## config.mk

```make
export PLATFORM = sky130hd
export DESIGN_NAME = sssp_ctrl
export DESIGN_NICKNAME = d
export VERILOG_FILES = /design/src/sssp_pkg.sv /design/src/sssp_ctrl.sv
export SDC_FILE = /design/constraint.sdc
export NUM_CORES = 1
export LEC_CHECK = 0
export BUFFER_PORTS_ARGS = -buffer_cell sky130_fd_sc_hd__buf_2
export CAP_MARGIN = 20
export CORE_MARGIN = 3
export CORE_UTILIZATION = 40
export CTS_BUF_LIST = sky130_fd_sc_hd__clkbuf_4 sky130_fd_sc_hd__clkbuf_8
export DETAILED_ROUTE_END_ITERATION = 8
export PLACE_DENSITY = 0.64
export SYNTH_ARGS = -nofsm -noshare
export SYNTH_HDL_FRONTEND = slang
export SYNTH_SLANG_ARGS = --single-unit
```

## constraint.sdc

```tcl
create_clock -name clock -period 4.25 [get_ports clock]
set_clock_uncertainty 0.15 [all_clocks]
set_input_delay 0.6375 -clock clock [delete_from_list [all_inputs] [get_ports clock]]
set_output_delay 0.6375 -clock clock [all_outputs]
set_load 0.03 [all_outputs]
```

## src/sssp_pkg.sv

```systemverilog
// Package for the single-source shortest path core.
// Holds field widths, item kind codes, distance limits and the command and
// status structs shared by the controller and the datapath. No dependencies.
`default_nettype none

package sssp_pkg;

   localparam int MAX_VERTICES_DEF = 16;

   localparam int KIND_W = 2;
   localparam int VTX_W  = 4;
   localparam int WGT_W  = 16;
   localparam int DIST_W = 24;
   localparam int VC_W   = 5;

   localparam logic [KIND_W-1:0] KIND_ADD   = 2'd0;
   localparam logic [KIND_W-1:0] KIND_RUN   = 2'd1;
   localparam logic [KIND_W-1:0] KIND_CLEAR = 2'd2;

   localparam logic [VC_W-1:0] VERTEX_COUNT_RESET = 5'd16;

   typedef logic signed [WGT_W-1:0]  weight_type;
   typedef logic signed [DIST_W-1:0] dist_type;

   localparam dist_type DIST_MAX = 24'sh7FFFFF;
   localparam dist_type DIST_MIN = 24'sh800000;

   // Commands from the controller. At most one is set per cycle, except that
   // out_last travels with out_load to mark the final result of a run.
   typedef struct packed {
      logic take_item;
      logic mem_clear;
      logic edge_rd;
      logic edge_wr;
      logic run_init;
      logic dist_rd_row;
      logic du_load;
      logic relax_rd;
      logic relax_wr;
      logic out_rd;
      logic out_load;
      logic out_last;
   } dp_cmd_type;

   typedef struct packed {
      logic row_reached;
      logic rsp_busy;
   } dp_status_type;

endpackage

`default_nettype wire

```

## src/sssp_ctrl.sv

```systemverilog
// Controller of the shortest path core: state machine, loop counters and the
// vertex count register. Uses sssp_pkg; drives sssp_datapath by commands.
`default_nettype none

module sssp_ctrl #(
   parameter int  MAX_VERTICES = sssp_pkg::MAX_VERTICES_DEF,
   localparam int IDX_W = $clog2(MAX_VERTICES),
   localparam int CNT_W = $clog2(MAX_VERTICES + 1)
) (
   input  wire                              clock,
   input  wire                              reset,
   input  wire                              req_valid,
   output logic                             req_ready,
   input  wire  [sssp_pkg::KIND_W-1:0]      req_kind,
   input  wire                              csr_write_enable,
   input  wire  [sssp_pkg::VC_W-1:0]        csr_write_data,
   output sssp_pkg::dp_cmd_type             cmd,
   input  sssp_pkg::dp_status_type          status,
   output logic [IDX_W-1:0]                 cmd_row,
   output logic [IDX_W-1:0]                 cmd_col,
   output logic [CNT_W-1:0]                 active_count
);
   import sssp_pkg::*;

   localparam logic [IDX_W-1:0] IDX_LAST = IDX_W'(MAX_VERTICES - 1);

   typedef enum logic [3:0] {
      S_SWEEP, S_IDLE, S_EDGE_RD, S_EDGE_WR, S_RUN_INIT, S_ROW, S_ROW_LD,
      S_RELAX_RD, S_RELAX_WR, S_OUT_RD, S_OUT_LD
   } state_type;

   state_type         state_ff;
   logic [IDX_W-1:0]  row_ff;
   logic [IDX_W-1:0]  col_ff;
   logic [CNT_W-1:0]  pass_ff;
   logic [VC_W-1:0]   vcount_ff;
   logic [IDX_W-1:0]  last_idx;
   logic              row_last;
   logic              col_last;
   logic              pass_last;

   // A count of zero acts as one, and a count above the store acts as full.
   always_comb begin
      if (vcount_ff == '0) begin
         active_count = CNT_W'(1);
      end else if (32'(vcount_ff) > 32'(MAX_VERTICES)) begin
         active_count = CNT_W'(MAX_VERTICES);
      end else begin
         active_count = CNT_W'(vcount_ff);
      end
   end

   assign last_idx  = IDX_W'(active_count - CNT_W'(1));
   assign row_last  = (row_ff == last_idx);
   assign col_last  = (col_ff == last_idx);
   assign pass_last = ((pass_ff + CNT_W'(2)) == active_count);
   assign req_ready = (state_ff == S_IDLE);
   assign cmd_row   = row_ff;
   assign cmd_col   = col_ff;

   always_comb begin
      cmd = '0;
      case (state_ff)
         S_SWEEP:    cmd.mem_clear   = 1'b1;
         S_IDLE:     cmd.take_item   = req_valid;
         S_EDGE_RD:  cmd.edge_rd     = 1'b1;
         S_EDGE_WR:  cmd.edge_wr     = 1'b1;
         S_RUN_INIT: cmd.run_init    = 1'b1;
         S_ROW:      cmd.dist_rd_row = status.row_reached;
         S_ROW_LD:   cmd.du_load     = 1'b1;
         S_RELAX_RD: cmd.relax_rd    = 1'b1;
         S_RELAX_WR: cmd.relax_wr    = 1'b1;
         S_OUT_RD:   cmd.out_rd      = 1'b1;
         S_OUT_LD: begin
            cmd.out_load = !status.rsp_busy;
            cmd.out_last = col_last;
         end
         default: cmd = '0;
      endcase
   end

   always_ff @(posedge clock) begin
      if (reset) begin
         state_ff  <= S_SWEEP;
         row_ff    <= '0;
         col_ff    <= '0;
         pass_ff   <= '0;
         vcount_ff <= VERTEX_COUNT_RESET;
      end else begin
         if (csr_write_enable) begin
            vcount_ff <= csr_write_data;
         end
         case (state_ff)
            S_SWEEP: begin
               if (col_ff == IDX_LAST) begin
                  col_ff <= '0;
                  if (row_ff == IDX_LAST) begin
                     row_ff   <= '0;
                     state_ff <= S_IDLE;
                  end else begin
                     row_ff <= row_ff + IDX_W'(1);
                  end
               end else begin
                  col_ff <= col_ff + IDX_W'(1);
               end
            end
            S_IDLE: begin
               if (req_valid) begin
                  case (req_kind)
                     KIND_ADD:   state_ff <= S_EDGE_RD;
                     KIND_RUN:   state_ff <= S_RUN_INIT;
                     KIND_CLEAR: begin
                        row_ff   <= '0;
                        col_ff   <= '0;
                        state_ff <= S_SWEEP;
                     end
                     default:    state_ff <= S_IDLE;
                  endcase
               end
            end
            S_EDGE_RD: state_ff <= S_EDGE_WR;
            S_EDGE_WR: state_ff <= S_IDLE;
            S_RUN_INIT: begin
               pass_ff <= '0;
               row_ff  <= '0;
               col_ff  <= '0;
               if (active_count == CNT_W'(1)) begin
                  state_ff <= S_OUT_RD;
               end else begin
                  state_ff <= S_ROW;
               end
            end
            S_ROW: begin
               if (status.row_reached) begin
                  state_ff <= S_ROW_LD;
               end else if (row_last) begin
                  row_ff <= '0;
                  if (pass_last) begin
                     col_ff   <= '0;
                     state_ff <= S_OUT_RD;
                  end else begin
                     pass_ff  <= pass_ff + CNT_W'(1);
                     state_ff <= S_ROW;
                  end
               end else begin
                  row_ff   <= row_ff + IDX_W'(1);
                  state_ff <= S_ROW;
               end
            end
            S_ROW_LD: begin
               col_ff   <= '0;
               state_ff <= S_RELAX_RD;
            end
            S_RELAX_RD: state_ff <= S_RELAX_WR;
            S_RELAX_WR: begin
               if (!col_last) begin
                  col_ff   <= col_ff + IDX_W'(1);
                  state_ff <= S_RELAX_RD;
               end else begin
                  col_ff <= '0;
                  if (row_last) begin
                     row_ff <= '0;
                     if (pass_last) begin
                        state_ff <= S_OUT_RD;
                     end else begin
                        pass_ff  <= pass_ff + CNT_W'(1);
                        state_ff <= S_ROW;
                     end
                  end else begin
                     row_ff   <= row_ff + IDX_W'(1);
                     state_ff <= S_ROW;
                  end
               end
            end
            S_OUT_RD: state_ff <= S_OUT_LD;
            S_OUT_LD: begin
               if (!status.rsp_busy) begin
                  if (col_last) begin
                     col_ff   <= '0;
                     state_ff <= S_IDLE;
                  end else begin
                     col_ff   <= col_ff + IDX_W'(1);
                     state_ff <= S_OUT_RD;
                  end
               end
            end
            default: state_ff <= S_IDLE;
         endcase
      end
   end

   // The final result of a run hands control straight back to the idle state.
   a_last_to_idle: assert property (@(posedge clock) disable iff (reset)
      cmd.out_load && cmd.out_last |=> req_ready)
      else $error("controller did not return to idle after the last result");

   // Items are taken only in the idle state.
   a_take_idle: assert property (@(posedge clock) disable iff (reset)
      cmd.take_item |-> req_ready && req_valid)
      else $error("item taken outside the idle state");

endmodule

`default_nettype wire

```

# == Word level (Yosys, flattened, before mapping) ==
# Cells that the tools add are included.
# Widths: inputs -> output; s select.
# word_totals
input_bits,13
regBits,22
# classes
mux,45
order_cmp,1
reduce_logical,12
add_sub_neg,5
n_eq_ne,27
# op_table
cell,n
$mux 4,23
$pmux 4 s10,1
$mux 5,6
$pmux 4 s6,1
$eq 4x4->1 const B,5
$pmux 4 s5,1
$eq 4x3->1 const B,4
$ne 2x2->1 const B,8
$pmux 5 s3,1
$mux 1,10
$pmux 3 s3,1
$add 4x1->4 const B,2
$eq 4x2->1 const B,2
$eq 4x4->1,2
$reduce_and 7->1,1
$reduce_and 6->1,1
$reduce_bool 6->1,1
$add 5x1->5 const B,1
$add 5x2->5 const B,1
$eq 5x1->1 const B,1
$eq 5x5->1,1
$gt 5x5->1 const B,1
$logic_not 5->1,1
$reduce_bool 5->1,1
other kinds (13),13

# == Longest topological paths before layout ==
# Gate-level depths: netlist (run 1).
# logic_depth
word_depth,8
ltp_mapped,11

# == Least setup slack after synthesis (run 1) ==
# OpenSTA, ideal clock, no wires.
# synth_timing
path_type,register to output
startpoint,register vcount_ff[3]
endpoint,output cmd[0] in the netlist's numbering
setup_slack_ns,0.869
stages_incl_launch_ff,9
required_ns,3.462
arrival_time_ns,2.593
n_path_buf,1
cell_sequence,dfxtp_1 > or4_1 > buf_2 > nand2_1 > inv_1 > ha_1 > xnor3_1 > o211ai_1 > nor3_1
# synth_lines
element,line,text
from (decl),sssp_ctrl.sv:36,logic [VC_W-1:0] vcount_ff;
from (signal assigned),sssp_ctrl.sv:91,vcount_ff <= csr_write_data;
to (decl),sssp_ctrl.sv:17,"output sssp_pkg::dp_cmd_type cmd,"

==> key figures, run 1 <==
Logic synthesis
  – Synthesized area: 1920 sq um
  – #FFs+latches synth: 22
  – Yosys synthesis warning count: 0
  – Syn Nets: 278
  – Main synth FF type: dfxtp_1
  – Post-synthesis sequential area ratio: 0.229
  – Asr flop ratio synth: 0
  – Mean Syn Cell Area: 7.42 sq um
  – Post-Synthesis Cells: 259
  – Yosys cell types: 61
  – EDFF count, synth: 0

STA
  – Slew Limit Headroom: 0.590
  – Final min period: 3540 ps
  – Max Slew Vio Count: 0
  – RSZ-0062 raised after global routing: no
  – Setup TNS: 0 ps
  – Finish-stage setup viols: 0
  – Tcrit/Tclk final: 0.833
  – FMAX: 282 MHz
  – Slew @ Worst Pin: 613 ps
  – Hold Fails Final Rpt: 0

Global route
  – GR Util All Layers: 0.193
  – Pin count of the biggest net entering global routing: 28
  – Vias in the first global route: 1763
  – Initial antenna violation count: 0
  – Grt ovf: 0
  – First-pass GRT wire length: 8550 um

Cells and area
  – Ratio of cells with drive above 1 in the final layout: 0.182
  – Area Overhead vs Synth: 13.1%
  – Core Util, Final: 0.483
  – Fill cell count: 459
  – Diodes inserted: 0
  – Final #Nets: 306

CTS
  – Post-CTS setup buffers: 0
  – Num Clock Sinks: 22
  – Longest Clk Path Bufs: 2
  – Post-CTS Resized: 0
  – Clock latency on the worst-skew pair: 270 ps
  – CTS Root Buffer Type: clkbuf_8
  – Total CTS buffers: 3
  – Clk slew on worst S/H paths: 90 ps
  – H-tree Lvls: 1
  – Hold buffer count at CTS: 0
  – CTS tree: done

Power and ir drop
  – Maximum vdd drop: 0.124 mV
  – Cell Int Power: 332 uW
  – Sw frac: 0.288
  – Net Sw Power: 134 uW
  – Power per cell area: 214 nW/um^2
  – Share of total power in combinational logic: 0.176
  – Leak: 0.000934 uW
  – Flop pwr share: 0.480
  – Clk pwr share: 0.344

Min path
  – HP Start: pass_ff[4]
  – Worst Hold Class: register to register
  – WHS Endpoint: pass_ff[4]
  – Hold Crit Depth: 2

Critical path
  – Worst path cell trace: or4_1 -> nand2_1 -> inv_1 -> ha_1 -> xnor3_1 -> o211ai_1 -> nor3_1 -> buf_2
  – Crit path buffers/inverters: 2
  – CP Max Fanout: 12
  – Reg2reg path depth: 10
  – Worst EP arrival: 2750 ps
  – Startpoint Class: register
  – CP max stage cell: or4_1
  – Setup CP Type: register to output port
  – Crit path capture type: output port
  – Top delay family on crit path: simple AND/OR/NAND/NOR gates
  – Crit Reg-Reg Endpoint: cmd_col[0]
  – CP max stage delay: 680 ps
  – Worst Path Required: 3460 ps
  – Worst reg2reg startpoint: vcount_ff[4]
  – R2r setup slk: 860 ps

Detailed routing
  – Vias/cell: 5.86
  – Via count: 1982
  – DRT Pass-1 Iters: 4
  – Post-route antenna net violation count: 0
  – Iter 0 DRT Violations: 232
  – DR DRC count: 0
  – Routed len/inst: 15.4 um
  – Routed WL: 5200 um

Floorplanning
  – Ports: 39
  – Die Y: 75.3 um
  – Core Footprint: 4500 sq um
  – Chip Width: 75.3 um
  – Initial core utilization: 0.427
  – Site Rows: 24
  – DIE AREA: 5670 sq um

Job
  – Max-cap violations: 0

Place
  – Port bufs: 38
  – Detail Placement HPWL: 3890 um
  – RD Place Congestion: 0.943

Outcome
  – Status: finished, final reports clean
[synthesized netlist by cell type, types with 2 or more instances]
master / number / share of area
or4_1: 4 / 0.016
nor3_1: 8 / 0.021
nor3b_1: 3 / 0.012
o21ai_0: 9 / 0.023
nand3_1: 7 / 0.018
ha_1: 6 / 0.039
o221ai_1: 2 / 0.0091
inv_1: 8 / 0.016
nand2_1: 31 / 0.061
dfxtp_1: 22 / 0.23
buf_2: 2 / 0.0052
a21oi_1: 17 / 0.044
or3_1: 5 / 0.016
and3_1: 4 / 0.013
clkbuf_1: 11 / 0.021
a31oi_1: 4 / 0.013
o31ai_1: 3 / 0.012
xnor2_1: 8 / 0.036
nor2b_1: 7 / 0.023
nor4_1: 2 / 0.0065
a211o_1: 2 / 0.0091
buf_1: 2 / 0.0039
o21bai_1: 2 / 0.0078
nor2_2: 2 / 0.0065
nand2b_1: 9 / 0.029
o32a_1: 2 / 0.010
a21boi_1: 2 / 0.0078
xnor3_1: 2 / 0.023
o211ai_1: 4 / 0.016
mux2i_1: 9 / 0.047
nor2_1: 30 / 0.059
[sequential cells by signal (all words and copies together) (netlist names)]
register / count
state_ff: 4
cmd_col: 4
pass_ff: 5
cmd_row: 4
vcount_ff: 5
[logic make-up (layout without fill, tap and decap cells)]
| logic type | after synthesis | in the layout | synth area share |
|---|---|---|---|
| muxes | 10 | 10 | 0.0527 |
| adders and majority gates | 6 | 6 | 0.0391 |
| AOI/OAI and AO/OA | 65 | 65 | 0.240 |
| and+or+nand+nor | 122 | 122 | 0.329 |
| buffers and inverters | 23 | 50 | 0.0462 |
| DFF | 22 | 22 | 0.229 |
| xor gates and xnor gates | 11 | 11 | 0.0645 |
[layout make-up]
class                      count  area [sq um]  share of cell area
clock buffer                   4          55.1              0.0253
inverter                       8          30.0              0.0138
multi-input combinational    214          1390               0.641
timing repair buffer          38           190              0.0875
sequential                    22           440               0.203
tap                           52          65.1              0.0299
[worst max-delay path by stage]
| stage | depth (start not counted) | endpoint | start | slack, ps |
|---|---|---|---|---|
| 5_1_grt | 8 | cmd[0] | vcount_ff[4] | 560 |
| 3_3_place_gp | 10 | cmd_col[0] | vcount_ff[4] | 960 |
| 3_5_place_dp | 10 | cmd_col[0] | vcount_ff[4] | 870 |
| 4_1_cts | 8 | cmd[0] | vcount_ff[4] | 730 |
| 2_1_floorplan | 8 | cmd[0] | vcount_ff[3] | 870 |
| 6_report | 8 | cmd[0] | vcount_ff[4] | 710 |
[placed cells by master, fill, tap and decap left out, types with 2 or more instances in the layout]
cell type,instances
or3_1,5
nor2b_1,7
a21oi_1,17
nor2_2,2
o221ai_1,2
clkbuf_8,4
o211ai_1,4
or4_1,4
o32a_1,2
inv_1,8
o31ai_1,3
nand2_1,31
a211o_1,2
nor2_1,30
nor3b_1,3
o21bai_1,2
xnor2_1,8
xnor3_1,2
nand2b_1,9
buf_2,38
nor3_1,8
and3_1,4
nand3_1,7
ha_1,6
mux2i_1,9
dfxtp_1,22
a21boi_1,2
o21ai_0,9
a31oi_1,4
nor4_1,2
[through the flow]
stage / hold WS, ps / setup WS, ps / instance area, sq um / std cells / total power, uW
after global routing: 385 / 559 / 2170 / 338 / 486
after detailed placement: 356 / 869 / 2120 / 334 / 311
final: 371 / 708 / 2170 / 338 / 466
after CTS: 370 / 735 / 2170 / 338 / 472
after global placement: 346 / 965 / 2120 / 334 / 309
after floorplan: 312 / 869 / 1920 / 259 / 289
[worst register-to-register path, stage by stage (launching register included)]
cell      delay [ps]
dfxtp_1          420
or4_1            680
nand2_1          160
inv_1             60
ha_1             220
xnor3_1          330
o211ai_4         100
nor4b_2          400
nand2_1          120
a211o_1          340
mux2_1           310
[power by group through the flow]
stage | Combinational, uW | Sequential [uW] | Clock (uW)
2_1_floorplan | 57.0 | 232 | 0
3_3_place_gp | 80.8 | 228 | 0
3_5_place_dp | 82.0 | 229 | 0
4_1_cts | 82.1 | 224 | 166
5_1_grt | 91.2 | 226 | 170
6_report | 81.7 | 224 | 160
[layer usage]
layer	routed length [um]	vias to the layer above	GRT usage
met1	2390	907	0.278
li1	-	995	-
met2	2310	74	0.290
met5	0	-	0
met4	54	0	0.0447
met3	448	6	0.0475
(Power assumes the default switching activity.)
==> run 2, diff against run 1 <==
PLACE_DENSITY = 0.67   (was 0.64)
clock period = 3 ns   (was 4.25 ns; I/O delays follow)
==> key figures, run 2 (synthesis gave the netlist of run 1 again) <==
Outcome
  – Status: finished, final reports clean

Cells and area
  – Commonest non-fill, non-tap cell in the layout: buf_2
  – Area Overhead vs Synth: 22.7%
  – Post-route cell area: 2360 sq um (+8.5%)
  – Layout Cells excl Fill: 356 (+5.3%)
  – Biggest regs: pass_ff (5), vcount_ff (5)
  – Ratio of cells with drive above 1 in the final layout: 0.257 (+0.0748)
  – Diodes inserted: 0 (unchanged)
  – Final #Nets: 324 (+5.9%)
  – Most frequent cells in the layout: 38 x buf_2, 30 x nor2_1, 30 x nand2_1

Min path
  – Worst Hold Class: input pin to register
  – WHS Endpoint: vcount_ff[4]
  – HP Start: csr_write_data[4]
  – Hold Crit Depth: 2 (unchanged)

Floorplanning
  – Ports: 39 (unchanged)
  – Site Rows: 24 (unchanged)
  – Core Footprint: 4500 sq um (unchanged)
  – Die Y: 75.3 um (unchanged)
  – Chip Width: 75.3 um (unchanged)
  – Initial core utilization: 0.427 (unchanged)
  – DIE AREA: 5670 sq um (unchanged)

STA
  – Final min period: 2850 ps
  – Worst setup margin: 148 ps (-560 ps)
  – Tcrit/Tclk final: 0.951
  – FMAX: 351 MHz
  – Max Slew Vio Count: 0 (unchanged)
  – Slew @ Worst Pin: 552 ps (-61.6 ps)
  – Slew Limit Headroom: 0.632 (+0.0414)
  – Finish-stage setup viols: 0 (unchanged)
  – Final hold slack: 253 ps (-118 ps)
  – Hold Fails Final Rpt: 0 (unchanged)

Detailed routing
  – Post-route antenna net violation count: 0 (unchanged)
  – Routed len/inst: 15.0 um (-2.2%)
  – Vias/cell: 5.77 (-1.6%)
  – DRT Pass-1 Iters: 5 (+1)
  – DR DRC count: 0 (unchanged)
  – Iter 0 DRT Violations: 241 (+3.9%)
  – Via count: 2054 (+3.6%)
  – Routed WL: 5360 um (+3.0%)

Place
  – Inst Count DP: 352 (+5.4%)
  – Detail Placement HPWL: 4100 um (+5.6%)
  – Worst slack, placed: 45.8 ps (-823 ps)
  – Cell Area, Placed: 2270 sq um (+7.4%)
  – Port bufs: 38 (unchanged)
  – RD Place Congestion: 0.910 (-3.4%)

CTS
  – CTS Root Buffer Type: clkbuf_8
  – Total CTS buffers: 3 (unchanged)
  – Longest Clk Path Bufs: 2 (unchanged)
  – Hold buffer count at CTS: 0 (unchanged)
  – Num Clock Sinks: 22 (unchanged)
  – Clk slew on worst S/H paths: 80 ps (about the same)
  – CTS tree: done
  – Post-CTS setup buffers: 0 (unchanged)
  – Clock latency on the worst-skew pair: 270 ps (about the same)
  – H-tree Lvls: 1 (unchanged)

Critical path
  – Setup CP Type: register to register
  – CP Max Fanout: 7 (-5)
  – R2r setup slk: 150 ps (-710 ps)
  – Worst EP arrival: 2900 ps (+150 ps)
  – Crit Reg-Reg Endpoint: cmd_row[1]
  – Reg2reg path depth: 10 (unchanged)
  – Crit path capture type: register
  – CP max stage delay: 550 ps (-130 ps)
  – Worst path cell trace: or4_4 -> nand2_4 -> ha_1 -> xnor2_1 -> o211ai_1 -> nor2_2 -> o21ai_2 -> buf_4 -> or3b_1 -> a21oi_2
  – Worst reg2reg startpoint: vcount_ff[3]
  – Startpoint Class: register
  – Worst Path Required: 3050 ps (-410 ps)
  – CP max stage cell: or4_4

Power and ir drop
  – Share of total power in combinational logic: 0.201 (+0.025)
  – Net Sw Power: 187 uW (+40%)
  – Cell Int Power: 478 uW (+44%)
  – Power after layout: 665 uW (+43%)
  – Sw frac: 0.282 (-0.00652)
  – Flop pwr share: 0.471 (-0.009)
  – Clk pwr share: 0.328 (-0.016)
  – Power per cell area: 282 nW/um^2 (+32%)
  – Leak: 0.00104 uW (+12%)
  – Maximum vdd drop: 0.208 mV (+68%)

Global route
  – Grt ovf: 0 (unchanged)
  – GR Util All Layers: 0.194 (+0.00165)
  – Vias in the first global route: 1805 (+2.4%)
  – First-pass GRT wire length: 8630 um (+0.96%)
  – Initial antenna violation count: 0 (unchanged)
  – Pin count of the biggest net entering global routing: 28 (unchanged)

Job
  – Max-cap violations: 0 (unchanged)
[run 2: cell types whose count changed in the layout (fill, tap and decap cells not counted), sizes merged]
cell | previous run | this run
buf | 38 | 56
[run 2: metrics by stage]
step / TNS, ps / util
floorplan: -14.0 / -
global placement: 0 / 0.505
detailed placement: 0 / 0.505
CTS: 0 / 0.517
global route: -84.4 / 0.523
finish: 0 / 0.523
[run 2: area by class of cell]
| class | instances | area (sq um) |
|---|---|---|
| flip-flops and latches | 22 | 440 |
| inverters | 8 | 30.0 |
| repair buffers | 56 | 325 |
| multi-input cells | 214 | 1440 |
| well taps | 52 | 65.1 |
| fillers | 444 | 2150 |
| clock buffers | 4 | 55.1 |
[run 2: power by group through the flow]
stage | Clock, uW | Sequential (uW) | Combinational, uW
6_report | 218 | 313 | 134
5_1_grt | 237 | 315 | 147
4_1_cts | 224 | 313 | 131
3_5_place_dp | 0 | 320 | 130
3_3_place_gp | 0 | 319 | 128
2_1_floorplan | 0 | 328 | 82.6
[run 2: critical path, delay by kind of cell, from the launching register on]
kind	cells	cell delay, ps
buffers and inverters	1	180
adders and majority gates	1	280
xor gates and xnor gates	1	190
AOI/OAI and AO/OA	3	420
DFF	1	320
and+or+nand+nor	4	1240
[run 2: timing repair]
item                                    CTS  global route
endpoints found under the setup margin    0            12
gates resized for setup                   0             6
endpoints found under the hold margin     0             0
[run 2: worst max path at each step]
stage	start	endpoint	slack (ps)	cells past startpoint
floorplan	vcount_ff[3]	cmd_col[0]	-10	10
global placement	vcount_ff[3]	cmd_col[0]	110	9
detailed placement	vcount_ff[3]	pass_ff[4]	50	10
CTS	vcount_ff[3]	pass_ff[4]	40	9
global route	vcount_ff[3]	pass_ff[4]	-30	9
finish	vcount_ff[3]	cmd_row[1]	150	10
[run 2: routing by layer]
layer  track usage  routed length (um)
met4        0.0330                  43
met5             0                   0
met3        0.0396                 349
met1         0.268                2440
met2         0.318                2520
